File: src/rtl/alu16_pkg.sv
// ----------------------------------------------------------------------------
// alu16_pkg
// Shared types, flag positions and sizing constants for the pipelined ALU.
// ----------------------------------------------------------------------------
`default_nettype none

package alu16_pkg;

    localparam int DATA_WIDTH_DEF = 16;
    localparam int ACT_W          = 4;
    localparam int FLAGS_W        = 10;
    // Quotient bits resolved by each divider stage.
    localparam int DIV_STEPS      = 4;

    localparam int FLAG_GREATER  = 0;
    localparam int FLAG_LESSER   = 1;
    localparam int FLAG_EQUAL    = 2;
    localparam int FLAG_ZERO     = 3;
    localparam int FLAG_CARRY    = 4;
    localparam int FLAG_OVERFLOW = 5;
    localparam int FLAG_DIVZERO  = 6;
    localparam int FLAG_NEGATIVE = 9;

    typedef enum logic [ACT_W-1:0] {
        OP_ADD  = 4'd0,
        OP_SUB  = 4'd1,
        OP_MUL  = 4'd2,
        OP_DIV  = 4'd3,
        OP_MOD  = 4'd4,
        OP_AVG  = 4'd5,
        OP_AND  = 4'd6,
        OP_OR   = 4'd7,
        OP_XOR  = 4'd8,
        OP_NOT  = 4'd9,
        OP_CMP  = 4'd10,
        OP_PASS = 4'd11
    } t_op;

    // Control that travels down the pipeline beside the data words.
    typedef struct packed {
        t_op                op;
        logic [FLAGS_W-1:0] flags;
    } t_ctrl;

endpackage

`default_nettype wire

File: src/rtl/alu16_req_if.sv
// ----------------------------------------------------------------------------
// alu16_req_if
// Request channel of the ALU: operation, operands and carry selection.
// ----------------------------------------------------------------------------
`default_nettype none

interface alu16_req_if
    import alu16_pkg::*;
#(
    parameter int DATA_WIDTH = DATA_WIDTH_DEF
) ();

    logic                  valid;
    logic                  ready;
    logic [ACT_W-1:0]      action;
    logic [DATA_WIDTH-1:0] operand_a;
    logic [DATA_WIDTH-1:0] operand_b;
    logic                  use_carry;
    logic                  carry_in;

    modport source (
        output valid, action, operand_a, operand_b, use_carry, carry_in,
        input  ready
    );

    modport sink (
        input  valid, action, operand_a, operand_b, use_carry, carry_in,
        output ready
    );

endinterface

`default_nettype wire

File: src/rtl/alu16_rsp_if.sv
// ----------------------------------------------------------------------------
// alu16_rsp_if
// Response channel of the ALU: result word and status flags.
// ----------------------------------------------------------------------------
`default_nettype none

interface alu16_rsp_if
    import alu16_pkg::*;
#(
    parameter int DATA_WIDTH = DATA_WIDTH_DEF
) ();

    logic                  valid;
    logic                  ready;
    logic [DATA_WIDTH-1:0] result;
    logic [FLAGS_W-1:0]    flags;

    modport source (
        output valid, result, flags,
        input  ready
    );

    modport sink (
        input  valid, result, flags,
        output ready
    );

endinterface

`default_nettype wire

File: src/rtl/alu_16bit_with_status_flags.sv
// ----------------------------------------------------------------------------
// alu_16bit_with_status_flags
// Pipelined ALU with status flags: add with carry, subtract, multiply,
// divide, modulo, average, logic, compare and pass-through.
// ----------------------------------------------------------------------------
//
//  Channel  Direction  Beat contents
//  -------  ---------  ---------------------------------------------------
//  i_req    in         action, operand_a, operand_b, use_carry, carry_in
//  o_rsp    out        result, flags
//
//  One beat is accepted every clock cycle unless a stall at o_rsp has
//  backed up to the input. Each beat passes through the front stage with
//  the multiplier and adders, one divider stage per four quotient bits, and
//  the output register. Synchronous active-low reset empties every stage.
//  A stall at o_rsp backs up only as far as the first empty stage, so
//  bubbles are squeezed out and nothing is dropped or repeated.
//
`default_nettype none

module alu_16bit_with_status_flags
    import alu16_pkg::*;
#(
    parameter int DATA_WIDTH = DATA_WIDTH_DEF
) (
    input  wire logic   i_clk,
    input  wire logic   i_rst_n,
    alu16_req_if.sink   i_req,
    alu16_rsp_if.source o_rsp
);

    // Number of divider slices; the last one may resolve fewer bits.
    localparam int NDIV = (DATA_WIDTH + DIV_STEPS - 1) / DIV_STEPS;

    // Index k holds the outputs of the stage feeding divider slice k;
    // index NDIV feeds the output stage.
    logic                  s_valid [NDIV+1];
    logic                  s_ready [NDIV+1];
    t_ctrl                 s_ctrl  [NDIV+1];
    logic [DATA_WIDTH-1:0] s_res   [NDIV+1];
    logic [DATA_WIDTH-1:0] s_rem   [NDIV+1];
    logic [DATA_WIDTH-1:0] s_quo   [NDIV+1];
    logic [DATA_WIDTH-1:0] s_dvs   [NDIV+1];

    // The front stage computes every operation that finishes in one go and
    // loads the dividend and divisor for the divider slices.
    alu16_front #(
        .DATA_WIDTH (DATA_WIDTH)
    ) u_front (
        .i_clk       (i_clk),
        .i_rst_n     (i_rst_n),
        .i_valid     (i_req.valid),
        .o_ready     (i_req.ready),
        .i_action    (i_req.action),
        .i_a         (i_req.operand_a),
        .i_b         (i_req.operand_b),
        .i_use_carry (i_req.use_carry),
        .i_carry_in  (i_req.carry_in),
        .o_valid     (s_valid[0]),
        .i_ready     (s_ready[0]),
        .o_ctrl      (s_ctrl[0]),
        .o_res       (s_res[0]),
        .o_quo       (s_quo[0]),
        .o_dvs       (s_dvs[0])
    );

    // The partial remainder starts from zero.
    assign s_rem[0] = '0;

    // Restoring divider, four quotient bits per slice.
    for (genvar k = 0; k < NDIV; k++) begin : g_div
        localparam int STEPS = ((DATA_WIDTH - k * DIV_STEPS) < DIV_STEPS)
                             ? (DATA_WIDTH - k * DIV_STEPS) : DIV_STEPS;

        alu16_div_stage #(
            .DATA_WIDTH (DATA_WIDTH),
            .STEPS      (STEPS)
        ) u_div (
            .i_clk   (i_clk),
            .i_rst_n (i_rst_n),
            .i_valid (s_valid[k]),
            .o_ready (s_ready[k]),
            .i_ctrl  (s_ctrl[k]),
            .i_res   (s_res[k]),
            .i_rem   (s_rem[k]),
            .i_quo   (s_quo[k]),
            .i_dvs   (s_dvs[k]),
            .o_valid (s_valid[k+1]),
            .i_ready (s_ready[k+1]),
            .o_ctrl  (s_ctrl[k+1]),
            .o_res   (s_res[k+1]),
            .o_rem   (s_rem[k+1]),
            .o_quo   (s_quo[k+1]),
            .o_dvs   (s_dvs[k+1])
        );
    end

    // The output stage picks the divider result for divide and modulo,
    // handles a zero divisor and sets the zero flag.
    alu16_back #(
        .DATA_WIDTH (DATA_WIDTH)
    ) u_back (
        .i_clk    (i_clk),
        .i_rst_n  (i_rst_n),
        .i_valid  (s_valid[NDIV]),
        .o_ready  (s_ready[NDIV]),
        .i_ctrl   (s_ctrl[NDIV]),
        .i_res    (s_res[NDIV]),
        .i_rem    (s_rem[NDIV]),
        .i_quo    (s_quo[NDIV]),
        .i_dvs    (s_dvs[NDIV]),
        .o_valid  (o_rsp.valid),
        .i_ready  (o_rsp.ready),
        .o_result (o_rsp.result),
        .o_flags  (o_rsp.flags)
    );

`ifndef ASSERT_OFF
    // The two unused flag bits never leave the block set.
    a_unused_flags : assert property (@(posedge i_clk) disable iff (!i_rst_n)
        o_rsp.valid |-> (o_rsp.flags[8:7] == 2'b00))
        else $error("unused flag bits set");

    // At most one compare outcome is reported.
    a_cmp_onehot : assert property (@(posedge i_clk) disable iff (!i_rst_n)
        o_rsp.valid |-> $onehot0(o_rsp.flags[FLAG_EQUAL:FLAG_GREATER]))
        else $error("more than one compare flag set");

    // A compare never reports zero.
    a_cmp_nozero : assert property (@(posedge i_clk) disable iff (!i_rst_n)
        (o_rsp.valid && (o_rsp.flags[FLAG_EQUAL:FLAG_GREATER] != '0))
        |-> !o_rsp.flags[FLAG_ZERO])
        else $error("zero flag set on a compare");

    // Division by zero returns a zero result with the zero flag.
    a_divzero : assert property (@(posedge i_clk) disable iff (!i_rst_n)
        (o_rsp.valid && o_rsp.flags[FLAG_DIVZERO])
        |-> ((o_rsp.result == '0) && o_rsp.flags[FLAG_ZERO]))
        else $error("divide-by-zero with non-zero result");

    // Back-pressure at the input only arises when the pipeline is full
    // and the output beat is stalled.
    a_full_stall : assert property (@(posedge i_clk) disable iff (!i_rst_n)
        !i_req.ready |-> (o_rsp.valid && !o_rsp.ready))
        else $error("input stalled while output can drain");
`endif

endmodule

`default_nettype wire

File: src/rtl/alu16_front.sv
// ----------------------------------------------------------------------------
// alu16_front
// First pipeline stage: every operation except divide and modulo, and the
// set-up of the divider operands.
// ----------------------------------------------------------------------------
`default_nettype none

module alu16_front
    import alu16_pkg::*;
#(
    parameter int DATA_WIDTH = DATA_WIDTH_DEF
) (
    input  wire logic                  i_clk,
    input  wire logic                  i_rst_n,
    input  wire logic                  i_valid,
    output logic                       o_ready,
    input  wire logic [ACT_W-1:0]      i_action,
    input  wire logic [DATA_WIDTH-1:0] i_a,
    input  wire logic [DATA_WIDTH-1:0] i_b,
    input  wire logic                  i_use_carry,
    input  wire logic                  i_carry_in,
    output logic                       o_valid,
    input  wire logic                  i_ready,
    output t_ctrl                      o_ctrl,
    output logic [DATA_WIDTH-1:0]      o_res,
    output logic [DATA_WIDTH-1:0]      o_quo,
    output logic [DATA_WIDTH-1:0]      o_dvs
);

    logic                    r_valid;
    t_ctrl                   r_ctrl;
    logic [DATA_WIDTH-1:0]   r_res;
    logic [DATA_WIDTH-1:0]   r_quo;
    logic [DATA_WIDTH-1:0]   r_dvs;

    t_op                     n_op;
    logic [FLAGS_W-1:0]      n_flags;
    logic [DATA_WIDTH-1:0]   n_res;
    logic [DATA_WIDTH:0]     w_sum;
    logic [DATA_WIDTH:0]     w_add;
    logic [2*DATA_WIDTH-1:0] w_prod;
    logic                    w_cin;

    assign o_ready = !r_valid || i_ready;

    assign w_cin  = i_use_carry & i_carry_in;
    assign w_sum  = {1'b0, i_a} + {1'b0, i_b};
    assign w_add  = w_sum + {{DATA_WIDTH{1'b0}}, w_cin};
    assign w_prod = {{DATA_WIDTH{1'b0}}, i_a} * {{DATA_WIDTH{1'b0}}, i_b};

    always_comb begin
        n_op    = t_op'(i_action);
        n_flags = '0;
        n_res   = i_a;
        case (n_op)
            OP_ADD: begin
                n_res                = w_add[DATA_WIDTH-1:0];
                n_flags[FLAG_CARRY]  = w_add[DATA_WIDTH];
            end
            OP_SUB: begin
                n_res                  = i_a - i_b;
                n_flags[FLAG_NEGATIVE] = (i_a < i_b);
            end
            OP_MUL: begin
                n_res                  = w_prod[DATA_WIDTH-1:0];
                n_flags[FLAG_OVERFLOW] = |w_prod[2*DATA_WIDTH-1:DATA_WIDTH];
            end
            OP_AVG:  n_res = w_sum[DATA_WIDTH:1];
            OP_AND:  n_res = i_a & i_b;
            OP_OR:   n_res = i_a | i_b;
            OP_XOR:  n_res = i_a ^ i_b;
            OP_NOT:  n_res = ~i_a;
            OP_CMP: begin
                n_flags[FLAG_GREATER] = (i_a > i_b);
                n_flags[FLAG_LESSER]  = (i_a < i_b);
                n_flags[FLAG_EQUAL]   = (i_a == i_b);
            end
            default: n_res = i_a;
        endcase
    end

    always_ff @(posedge i_clk) begin
        if (!i_rst_n) begin
            r_valid <= 1'b0;
        end else if (o_ready) begin
            r_valid <= i_valid;
        end
    end

    always_ff @(posedge i_clk) begin
        if (o_ready && i_valid) begin
            r_ctrl.op    <= n_op;
            r_ctrl.flags <= n_flags;
            r_res        <= n_res;
            r_quo        <= i_a;
            r_dvs        <= i_b;
        end
    end

    assign o_valid = r_valid;
    assign o_ctrl  = r_ctrl;
    assign o_res   = r_res;
    assign o_quo   = r_quo;
    assign o_dvs   = r_dvs;

endmodule

`default_nettype wire

File: src/rtl/alu16_div_stage.sv
// ----------------------------------------------------------------------------
// alu16_div_stage
// One registered slice of the restoring divider, resolving STEPS quotient
// bits, while the other results ride along unchanged.
// ----------------------------------------------------------------------------
`default_nettype none

module alu16_div_stage
    import alu16_pkg::*;
#(
    parameter int DATA_WIDTH = DATA_WIDTH_DEF,
    parameter int STEPS      = DIV_STEPS
) (
    input  wire logic                  i_clk,
    input  wire logic                  i_rst_n,
    input  wire logic                  i_valid,
    output logic                       o_ready,
    input  wire t_ctrl                 i_ctrl,
    input  wire logic [DATA_WIDTH-1:0] i_res,
    input  wire logic [DATA_WIDTH-1:0] i_rem,
    input  wire logic [DATA_WIDTH-1:0] i_quo,
    input  wire logic [DATA_WIDTH-1:0] i_dvs,
    output logic                       o_valid,
    input  wire logic                  i_ready,
    output t_ctrl                      o_ctrl,
    output logic [DATA_WIDTH-1:0]      o_res,
    output logic [DATA_WIDTH-1:0]      o_rem,
    output logic [DATA_WIDTH-1:0]      o_quo,
    output logic [DATA_WIDTH-1:0]      o_dvs
);

    logic                  r_valid;
    t_ctrl                 r_ctrl;
    logic [DATA_WIDTH-1:0] r_res;
    logic [DATA_WIDTH-1:0] r_rem;
    logic [DATA_WIDTH-1:0] r_quo;
    logic [DATA_WIDTH-1:0] r_dvs;

    logic [DATA_WIDTH-1:0] n_rem;
    logic [DATA_WIDTH-1:0] n_quo;

    assign o_ready = !r_valid || i_ready;

    // The partial remainder stays below a non-zero divisor, so the difference
    // always fits back into a data word.
    always_comb begin
        logic [DATA_WIDTH:0] sh;
        n_rem = i_rem;
        n_quo = i_quo;
        for (int s = 0; s < STEPS; s++) begin
            sh    = {n_rem, n_quo[DATA_WIDTH-1]};
            n_quo = {n_quo[DATA_WIDTH-2:0], 1'b0};
            if (sh >= {1'b0, i_dvs}) begin
                sh       = sh - {1'b0, i_dvs};
                n_quo[0] = 1'b1;
            end
            n_rem = sh[DATA_WIDTH-1:0];
        end
    end

    always_ff @(posedge i_clk) begin
        if (!i_rst_n) begin
            r_valid <= 1'b0;
        end else if (o_ready) begin
            r_valid <= i_valid;
        end
    end

    always_ff @(posedge i_clk) begin
        if (o_ready && i_valid) begin
            r_ctrl <= i_ctrl;
            r_res  <= i_res;
            r_rem  <= n_rem;
            r_quo  <= n_quo;
            r_dvs  <= i_dvs;
        end
    end

    assign o_valid = r_valid;
    assign o_ctrl  = r_ctrl;
    assign o_res   = r_res;
    assign o_rem   = r_rem;
    assign o_quo   = r_quo;
    assign o_dvs   = r_dvs;

endmodule

`default_nettype wire

File: src/rtl/alu16_back.sv
// ----------------------------------------------------------------------------
// alu16_back
// Final stage and output register: merges the divider result, adds the
// zero and divide-by-zero flags.
// ----------------------------------------------------------------------------
`default_nettype none

module alu16_back
    import alu16_pkg::*;
#(
    parameter int DATA_WIDTH = DATA_WIDTH_DEF
) (
    input  wire logic                  i_clk,
    input  wire logic                  i_rst_n,
    input  wire logic                  i_valid,
    output logic                       o_ready,
    input  wire t_ctrl                 i_ctrl,
    input  wire logic [DATA_WIDTH-1:0] i_res,
    input  wire logic [DATA_WIDTH-1:0] i_rem,
    input  wire logic [DATA_WIDTH-1:0] i_quo,
    input  wire logic [DATA_WIDTH-1:0] i_dvs,
    output logic                       o_valid,
    input  wire logic                  i_ready,
    output logic [DATA_WIDTH-1:0]      o_result,
    output logic [FLAGS_W-1:0]         o_flags
);

    logic                  r_valid;
    logic [DATA_WIDTH-1:0] r_result;
    logic [FLAGS_W-1:0]    r_flags;

    logic [DATA_WIDTH-1:0] n_result;
    logic [FLAGS_W-1:0]    n_flags;
    logic                  w_is_div;
    logic                  w_dvs_zero;

    assign o_ready    = !r_valid || i_ready;
    assign w_is_div   = (i_ctrl.op == OP_DIV) || (i_ctrl.op == OP_MOD);
    assign w_dvs_zero = (i_dvs == '0);

    always_comb begin
        n_result = i_res;
        n_flags  = i_ctrl.flags;
        if (w_is_div) begin
            if (w_dvs_zero) begin
                n_result              = '0;
                n_flags[FLAG_DIVZERO] = 1'b1;
            end else if (i_ctrl.op == OP_DIV) begin
                n_result = i_quo;
            end else begin
                n_result = i_rem;
            end
        end
        if ((i_ctrl.op != OP_CMP) && (n_result == '0)) begin
            n_flags[FLAG_ZERO] = 1'b1;
        end
    end

    always_ff @(posedge i_clk) begin
        if (!i_rst_n) begin
            r_valid <= 1'b0;
        end else if (o_ready) begin
            r_valid <= i_valid;
        end
    end

    always_ff @(posedge i_clk) begin
        if (o_ready && i_valid) begin
            r_result <= n_result;
            r_flags  <= n_flags;
        end
    end

    assign o_valid  = r_valid;
    assign o_result = r_result;
    assign o_flags  = r_flags;

endmodule

`default_nettype wire
File: src/flat_wrapper.sv
// flat-port wrapper written by rule: the top's interface ports become plain ports
module alu_16bit_with_status_flags_flat import alu16_pkg::*;
#(
    parameter int DATA_WIDTH = DATA_WIDTH_DEF
)
  (i_clk, i_rst_n, i_req_valid, i_req_action, i_req_operand_a, i_req_operand_b, i_req_use_carry, i_req_carry_in, i_req_ready, o_rsp_valid, o_rsp_result, o_rsp_flags, o_rsp_ready);
  alu16_req_if #(.DATA_WIDTH(DATA_WIDTH)) i_req_i ();
  alu16_rsp_if #(.DATA_WIDTH(DATA_WIDTH)) o_rsp_i ();
  input  wire logic i_clk;
  input  wire logic i_rst_n;
  input wire logic [$bits(i_req_i.valid)-1:0] i_req_valid;
  input wire logic [$bits(i_req_i.action)-1:0] i_req_action;
  input wire logic [$bits(i_req_i.operand_a)-1:0] i_req_operand_a;
  input wire logic [$bits(i_req_i.operand_b)-1:0] i_req_operand_b;
  input wire logic [$bits(i_req_i.use_carry)-1:0] i_req_use_carry;
  input wire logic [$bits(i_req_i.carry_in)-1:0] i_req_carry_in;
  output wire logic [$bits(i_req_i.ready)-1:0] i_req_ready;
  output wire logic [$bits(o_rsp_i.valid)-1:0] o_rsp_valid;
  output wire logic [$bits(o_rsp_i.result)-1:0] o_rsp_result;
  output wire logic [$bits(o_rsp_i.flags)-1:0] o_rsp_flags;
  input wire logic [$bits(o_rsp_i.ready)-1:0] o_rsp_ready;
  assign i_req_i.valid = i_req_valid;
  assign i_req_i.action = i_req_action;
  assign i_req_i.operand_a = i_req_operand_a;
  assign i_req_i.operand_b = i_req_operand_b;
  assign i_req_i.use_carry = i_req_use_carry;
  assign i_req_i.carry_in = i_req_carry_in;
  assign i_req_ready = i_req_i.ready;
  assign o_rsp_valid = o_rsp_i.valid;
  assign o_rsp_result = o_rsp_i.result;
  assign o_rsp_flags = o_rsp_i.flags;
  assign o_rsp_i.ready = o_rsp_ready;
  alu_16bit_with_status_flags #(.DATA_WIDTH(DATA_WIDTH)) u_core (.i_clk(i_clk), .i_rst_n(i_rst_n), .i_req(i_req_i), .o_rsp(o_rsp_i));
endmodule
File: config.mk
export PLATFORM = sky130hd
export DESIGN_NAME = alu_16bit_with_status_flags_flat
export DESIGN_NICKNAME = d
export VERILOG_FILES = /design/src/rtl/alu16_pkg.sv /design/src/rtl/alu16_req_if.sv /design/src/rtl/alu16_rsp_if.sv /design/src/rtl/alu_16bit_with_status_flags.sv /design/src/rtl/alu16_front.sv /design/src/rtl/alu16_div_stage.sv /design/src/rtl/alu16_back.sv /design/src/flat_wrapper.sv
export SDC_FILE = /design/constraint.sdc
export NUM_CORES = 2
export LEC_CHECK = 0
export BUFFER_PORTS_ARGS = -buffer_cell sky130_fd_sc_hd__buf_2
export CORE_ASPECT_RATIO = 1.4
export CORE_UTILIZATION = 45
export DETAILED_ROUTE_END_ITERATION = 6
export PLACE_DENSITY = 0.64
export SYNTH_ARGS = -nofsm -noshare
export SYNTH_HDL_FRONTEND = slang
export SYNTH_SLANG_ARGS = --single-unit
File: constraint.sdc
create_clock -name i_clk -period 12.2 [get_ports i_clk]
set_clock_uncertainty 0.15 [all_clocks]
set_input_delay 0.61 -clock i_clk [delete_from_list [all_inputs] [get_ports i_clk]]
set_output_delay 0.61 -clock i_clk [all_outputs]
set_load 0.01 [all_outputs]
# Word level (Yosys, flattened, before mapping)
# Index checks and enable logic that the tools add are counted.
[classes] eq_ne=12 reduce_logical=24 muxes=37 mul=1 bitwise=5 addsub=19 order_cmp=18
[ops] cell="two-way mux 16 bit" count=19
[ops] cell="subtractor 16 bit" count=16
[ops] cell="greater-or-equal comparator 17 x 16 -> 1 bit" count=15
[ops] cell="case mux 16 bit (8 select lines)" count=1
[ops] cell="zero test 16 bit" count=2
[ops] cell="multiplier 16 x 16 -> 32 bit" count=1
[ops] cell="adder 16 x 16 -> 17 bit" count=1
[ops] cell="adder 17 x 1 -> 17 bit" count=1
[ops] cell="two-way mux 1 bit" count=17
[ops] cell="bitwise AND 16 bit" count=1
[ops] cell="== test 16 bit" count=1
[ops] cell="== test 4 x 3 -> 1 bit (second input constant)" count=4
[ops] cell="greater-or-equal comparator 1 x 16 -> 1 bit" count=1
[ops] cell="> comparator 16 bit" count=1
[ops] cell="less-than comparator 16 bit" count=1
[ops] cell="NOT 16 bit" count=1
[ops] cell="bitwise OR 16 bit" count=1
[ops] cell="OR reduction 16 bit" count=1
[ops] cell="subtractor 1 x 16 -> 16 bit" count=1
[ops] cell="XOR 16 bit" count=1
[ops] cell="== test 4 bit (second input constant)" count=3
[ops] cell="== test 4 x 2 -> 1 bit (second input constant)" count=2
[ops] cell="logical AND 1 bit" count=7
[ops] cell="logical OR 1 bit" count=7
[ops] cell="other kinds (5)" count=10
[word_totals] register_bits=384

# Longest topological paths before layout
[depth] depth_word=8 depth_mapped=49 mapped_depth_nobuf=43

# By module
# Synthesis repeated with hierarchy kept, for this count alone.
[unflattened] cells_unflattened=3931 hier_area_um2=39003.7
[by_module_without_submodules] mod="alu16_front" cells_each=1529 n_inst=1 area_per_inst_um2=13177.6
[by_module_without_submodules] mod="alu16_div_stage at u_core.g_div[2].u_div ..." cells_each=602 n_inst=2 area_per_inst_um2=6224.7
[by_module_without_submodules] mod="alu16_div_stage at u_core.g_div[0].u_div ..." cells_each=538 n_inst=2 area_per_inst_um2=5983.2
[by_module_without_submodules] mod="alu16_back" cells_each=121 n_inst=1 area_per_inst_um2=1406.3
[by_module_without_submodules] mod="alu_16bit_with_status_flags" cells_each=1 n_inst=1 area_per_inst_um2=3.8

# Worst setup path after synthesis
# No wires, ideal clock.
[synth_timing] kind="reg-to-reg" startpoint="register u_core.g_div[2].u_div.r_dvs[1]" endpoint="register u_core.g_div[3].u_div.r_rem[10], data pin" path_slack_ns=1.143 required_ns=11.790 path_buffers=7 arrival_ns=10.647 path_stages_with_launch=50 setup_ns=0.260 path_cell_list="edfxtp_1 -> inv_1 -> ha_1 -> nor2b_1 -> o31ai_1 -> a211oi_1 -> o21ai_0 -> a22o_1 -> buf_2 -> buf_1 -> inv_1 -> mux2i_1 -> inv_1 -> ha_1 -> buf_2 -> a211o_1 -> a211o_1 -> a41oi_1 -> [14 not listed] -> a21o_1 -> a2111o_1 -> nor2_2 -> inv_2 -> buf_2 -> a21oi_1 -> ha_1 -> nor2b_1 -> o21ai_0 -> a21boi_0 -> o41ai_1 -> o21ai_0 -> o41ai_1 -> nand3_1 -> a31oi_1 -> o211ai_2 -> buf_6 -> mux2_2"
[synth_via] elab_chain_cells=8 word_cells_on_any_way=12
[synth_rtl] item="start, declared" line_no="alu16_div_stage.sv:37" source="logic [DATA_WIDTH-1:0] r_dvs;"
[synth_rtl] item="start signal, assigned" line_no="alu16_div_stage.sv:75" source="r_dvs <= i_dvs;"
[synth_rtl] item="subtractor 16 bit or greater-or-equal comparator 17 x 16 -> 1 bit (tied branches)" line_no="alu16_div_stage.sv:54, alu16_div_stage.sv:53"
[synth_rtl] item="two-way mux 16 bit" line_no="alu16_div_stage.sv:53" source="if (sh >= {1'b0, i_dvs}) begin"
[synth_rtl] item="subtractor 16 bit or greater-or-equal comparator 17 x 16 -> 1 bit (tied branches)" line_no="alu16_div_stage.sv:54, alu16_div_stage.sv:53"
[synth_rtl] item="two-way mux 16 bit" line_no="alu16_div_stage.sv:53"
[synth_rtl] item="subtractor 16 bit or greater-or-equal comparator 17 x 16 -> 1 bit (tied branches)" line_no="alu16_div_stage.sv:54, alu16_div_stage.sv:53"
[synth_rtl] item="two-way mux 16 bit" line_no="alu16_div_stage.sv:53"
[synth_rtl] item="subtractor 16 bit or greater-or-equal comparator 17 x 16 -> 1 bit (tied branches)" line_no="alu16_div_stage.sv:54, alu16_div_stage.sv:53"
[synth_rtl] item="two-way mux 16 bit (*)" line_no="alu16_div_stage.sv:53"
[synth_rtl] item="named net u_core.g_div[3].u_div.n_rem[10]" line_no="alu16_div_stage.sv:39" source="logic [DATA_WIDTH-1:0] n_rem;"
[synth_rtl] item="end signal, assigned" line_no="alu16_div_stage.sv:73" source="r_rem <= n_rem;"
[synth_rtl] item="end, declared" line_no="alu16_div_stage.sv:35" source="logic [DATA_WIDTH-1:0] r_rem;"
# The timed path passes the listed nets; every way through them passes the cells marked *.
# A chain may end at the register's enable or synchronous reset.

# Final worst setup path
[layout_timing] startpoint="register u_core.g_div[2].u_div.r_dvs[10]" endpoint="register u_core.g_div[3].u_div.r_rem[10], data pin"
[layout_via] elab_chain_cells=8 word_cells_on_any_way=12
[layout_rtl] item="subtractor 16 bit or greater-or-equal comparator 17 x 16 -> 1 bit (tied branches)" line_no="alu16_div_stage.sv:54, alu16_div_stage.sv:53"
[layout_rtl] item="two-way mux 16 bit" line_no="alu16_div_stage.sv:53"
[layout_rtl] item="subtractor 16 bit or greater-or-equal comparator 17 x 16 -> 1 bit (tied branches)" line_no="alu16_div_stage.sv:54, alu16_div_stage.sv:53"
[layout_rtl] item="two-way mux 16 bit" line_no="alu16_div_stage.sv:53"
[layout_rtl] item="greater-or-equal comparator 17 x 16 -> 1 bit or subtractor 16 bit (tied branches)" line_no="alu16_div_stage.sv:53, alu16_div_stage.sv:54"
[layout_rtl] item="two-way mux 16 bit" line_no="alu16_div_stage.sv:53"
[layout_rtl] item="subtractor 16 bit or greater-or-equal comparator 17 x 16 -> 1 bit (tied branches)" line_no="alu16_div_stage.sv:54, alu16_div_stage.sv:53"
[layout_rtl] item="two-way mux 16 bit (*)" line_no="alu16_div_stage.sv:53"
[layout_rtl] item="named net u_core.g_div[3].u_div.n_rem[10]" line_no="alu16_div_stage.sv:39"
# Marked as above.

==> impl_metrics.csv <==
group,metric,value,unit
setup_path,cpMaxStageDelayCell,"a2111oi_2",
die,ios,70,
final_layout,fill_cells,7886,
detailed_routing,wl_per_cell,20.9,um
place,dpl_cell_area,0.0392,sq mm
yosys,avgSynthCellArea,9.61,sq um
hold_path,holdCritStartpoint,"i_rst_n",
die,start_util,45.4,%
cts,path_clk_slew,0.07,ns
setup_path,r2r_end,"u_core.g_div[3].u_div.o_rem[10]$_DFFE_PP_",
die,die_x,246,um
final_layout,area_growth,7.33,%
place,gp_congestion,0.946,
final_layout,area.sequential,0.0115,sq mm
yosys,synthArstFlopShare,0,%
detailed_routing,drt_iter0_markers,1760,
setup_path,cp-start-kind,"flip-flop",
sta,fin_ws,0.852,ns
hold_path,hp-class,"primary input to flip-flop",
yosys,yosysSeqAreaShare,30.5,%
pwr,leakage,17.4,nW
die,die_height,344,um
cts,hold_buffers,0,
detailed_routing,route.detailed.drc,0,
sta,fmax,0.0881,GHz
global_routing,grt_pass1_wl,163000,um
detailed_routing,drtAntennaViolNets,0,
sta,fin_crit_sh,93.0,%
setup_path,crit_required,12.35,ns
cts,cts_buffer_depth,3,
global_routing,gr-total-overflow,0,
final_layout,multiInputGateArea,0.0240,sq mm
global_routing,grt_pass1_vias,29445,
cts,cts_buffers,36,
place,preCtsSetupSlack,0.395,ns
sta,setup_violations,0,
hold_path,hold-path-endpoint,"u_core.u_back.o_valid$_SDFFE_PN0P_",
setup_path,crit_path_max_fanout,17,
global_routing,grt.total_usage,25.0,%
sta,rsz0062_at_grt,"false",
yosys,syn-instance-count,3914,
setup_path,max_stage_delay,0.52,ns
final_layout,finish.net_count,4595,
setup_path,reg2reg_from,"u_core.g_div[2].u_div.o_dvs[10]$_DFFE_PP_",
detailed_routing,wirelength,106000,um
final_layout,layout-drive-gt1-share,8.61,%
detailed_routing,first_pass_iters,6,
die,core,0.0829,sq mm
sta,post-route-min-period,11.35,ns
yosys,synth_cell_type_count,105,
setup_path,reg2reg_setup_slack,0.85,ns
yosys,synth_top_area_share,30.2,%
cts,ctsHtreeMaxLevel,2,
final_layout,final_area,0.0404,sq mm
sta,relSlewSlack,24.5,%
yosys,synth.most_common_cell,"inv_1",
yosys,dominantRegCellSynth,"edfxtp_1",
global_routing,antenna_found_initial,3,
die,rows,125,
cts,cts_tree,"done",
setup_path,worst-setup-path-type,"flip-flop to flip-flop",
yosys,synth-seq-cells,384,
cts,cts_sinks,384,
global_routing,grt_max_degree,75,
outcome,status,"finished, final reports clean",
detailed_routing,via_per_inst,5.83,
place,port_buffers,67,
place,hpwl,84300,um
setup_path,arrival,11.49,ns
cts,root_buffer,"clkbuf_16",
sta,finalHoldViolCount,0,
flow_run,cap_violations,0,
sta,slew_viol_final,0,
sta,worstMarginPinSlew,1.13,ns
cts,clk_latency,0.55,ns
detailed_routing,dr_total_vias,29471,
setup_path,worstRegToRegCells,43,
yosys,synth_area_leaders,"edfxtp_1, ha_1, fa_1",
yosys,synth_edf_count,378,
die,die_area,0.0848,sq mm
yosys,synth_top_cells_by_count,"inv_1, ha_1, edfxtp_1",
yosys,synth_area_leader_cell,"edfxtp_1",
pwr,power_density,199,mW/mm^2
pwr,p_total,8.04,mW
pwr,ir_drop,0.630,mV
setup_path,end_kind,"flip-flop",
hold_path,whs_path_depth,2,
yosys,yosysWarnings,0,
sta,tns,0,ns
yosys,synth_area,0.0376,sq mm
## cell type report
type                            instances  area share, %
Sequential cell                       384           28.4
Clock buffer                           41           2.28
Timing Repair Buffer                   99           1.46
Inverter                              488           4.54
Tap cell                             1079           3.34
Clock inverter                         24          0.536
Multi-Input combinational cell       2937           59.4
Antenna cell                            3         0.0186
## flip-flops by register name, summed over array words and instances, names as in the netlist
name                        flops
u_core.g_div.u_div.o_rem       64
u_core.g_div.u_div.o_valid      4
u_core.g_div.u_div.o_quo       64
u_core.u_front.o_res           16
u_core.g_div.u_div.o_dvs       64
u_core.g_div.u_div.o_ctrl      40
u_core.u_back.o_result         16
u_core.u_front.o_valid          1
u_core.u_front.o_ctrl          10
u_core.u_back.o_flags           8
u_core.g_div.u_div.o_res       64
u_core.u_front.o_dvs           16
u_core.u_back.o_valid           1
u_core.u_front.o_quo           16
## stage by stage
step / util (%) / std cells / hold WS (ns)
finish: 48.7 / 5055 / 0.202
global route: 48.7 / 5053 / 0.188
CTS: 48.6 / 5050 / 0.169
detailed placement: 47.2 / 4985 / 0.255
global placement: 47.2 / 4985 / 0.250
floorplan: - / 3915 / 0.250
## cells by family (layout without fill, tap and decap cells)
family / count (synthesis) / after routing / synth area share (%)
AND/OR/NAND/NOR: 1056 / 1056 / 13.3
AO/OA/AOI/OAI: 887 / 887 / 15.8
adder cells (fa/ha/maj): 607 / 607 / 24.4
buffers and inverters: 594 / 652 / 6.05
flip-flops: 384 / 384 / 30.5
XOR/XNOR: 212 / 212 / 4.94
multiplexers: 173 / 173 / 5.03
other: 1 / 5 / 0.00997
## power breakdown
part	switching (mW)	internal, mW
Clock	0.500	0.595
Combinational	3.19	2.16
Sequential	0.0240	1.56
## cell usage in the layout (no fill, tap or decap), drive strengths merged, types with 12 or more instances in the layout
cell / count
inv: 489
ha: 396
edfxtp: 378
nor2: 377
nand2: 250
a21oi: 219
fa: 211
o21ai: 200
xnor2: 153
mux2: 125
buf: 99
a21o: 87
nor3: 69
nand3: 60
xor2: 59
o21a: 58
nor2b: 55
nand4: 52
mux2i: 48
clkbuf: 41
nand2b: 37
nor4: 35
a211oi: 34
o21bai: 24
o211ai: 23
or3: 23
and3: 22
a31oi: 22
a221oi: 18
clkinv: 18
o221ai: 17
o31ai: 17
o22ai: 16
and2: 15
a211o: 13
a2111oi: 13
or2: 12
o2111ai: 12
a21boi: 12
## repair_timing
item / 4_1_cts / 5_1_grt
endpoints found under the hold margin: 0 / 0
resized for setup: 0 / 7
endpoints found under the setup margin: 0 / 47
setup buffers: 0 / 2
## per-layer routing
metal	share of wire, %	GRT usage [%]	routed length (um)	vias up
met5	0	0	0	-
met4	5.6	13.0	5920	0
met3	3.9	2.23	4070	263
met2	53	47.3	56000	811
met1	38	27.3	39600	14384
li1	-	-	-	14013
## worst max-delay path: cells and delay by family, from the launching register on
family	cells	cell delay, ns
AOI/OAI and AO/OA	21	5.32
and+or+nand+nor	9	1.52
adders and majority gates	4	1.35
buffers and inverters	6	1.23
muxes	3	1.12
DFF	1	0.38
## worst max-delay path by stage
stage	startpoint	cells after the start	to	slack [ns]
2_1_floorplan	u_core.g_div[2].u_div.o_dvs[1]$_DFFE_PP_	49	u_core.g_div[3].u_div.o_rem[10]$_DFFE_PP_	1.14
3_3_place_gp	u_core.g_div[2].u_div.o_dvs[1]$_DFFE_PP_	43	u_core.g_div[3].u_div.o_rem[3]$_DFFE_PP_	0.60
3_5_place_dp	u_core.g_div[2].u_div.o_dvs[1]$_DFFE_PP_	43	u_core.g_div[3].u_div.o_rem[8]$_DFFE_PP_	0.39
4_1_cts	u_core.g_div[2].u_div.o_dvs[1]$_DFFE_PP_	43	u_core.g_div[3].u_div.o_rem[10]$_DFFE_PP_	0.37
5_1_grt	u_core.g_div[2].u_div.o_dvs[10]$_DFFE_PP_	45	u_core.g_div[3].u_div.o_rem[9]$_DFFE_PP_	0.02
6_report	u_core.g_div[2].u_div.o_dvs[10]$_DFFE_PP_	43	u_core.g_div[3].u_div.o_rem[10]$_DFFE_PP_	0.85
No activity file was read; power rests on OpenSTA's default activity.
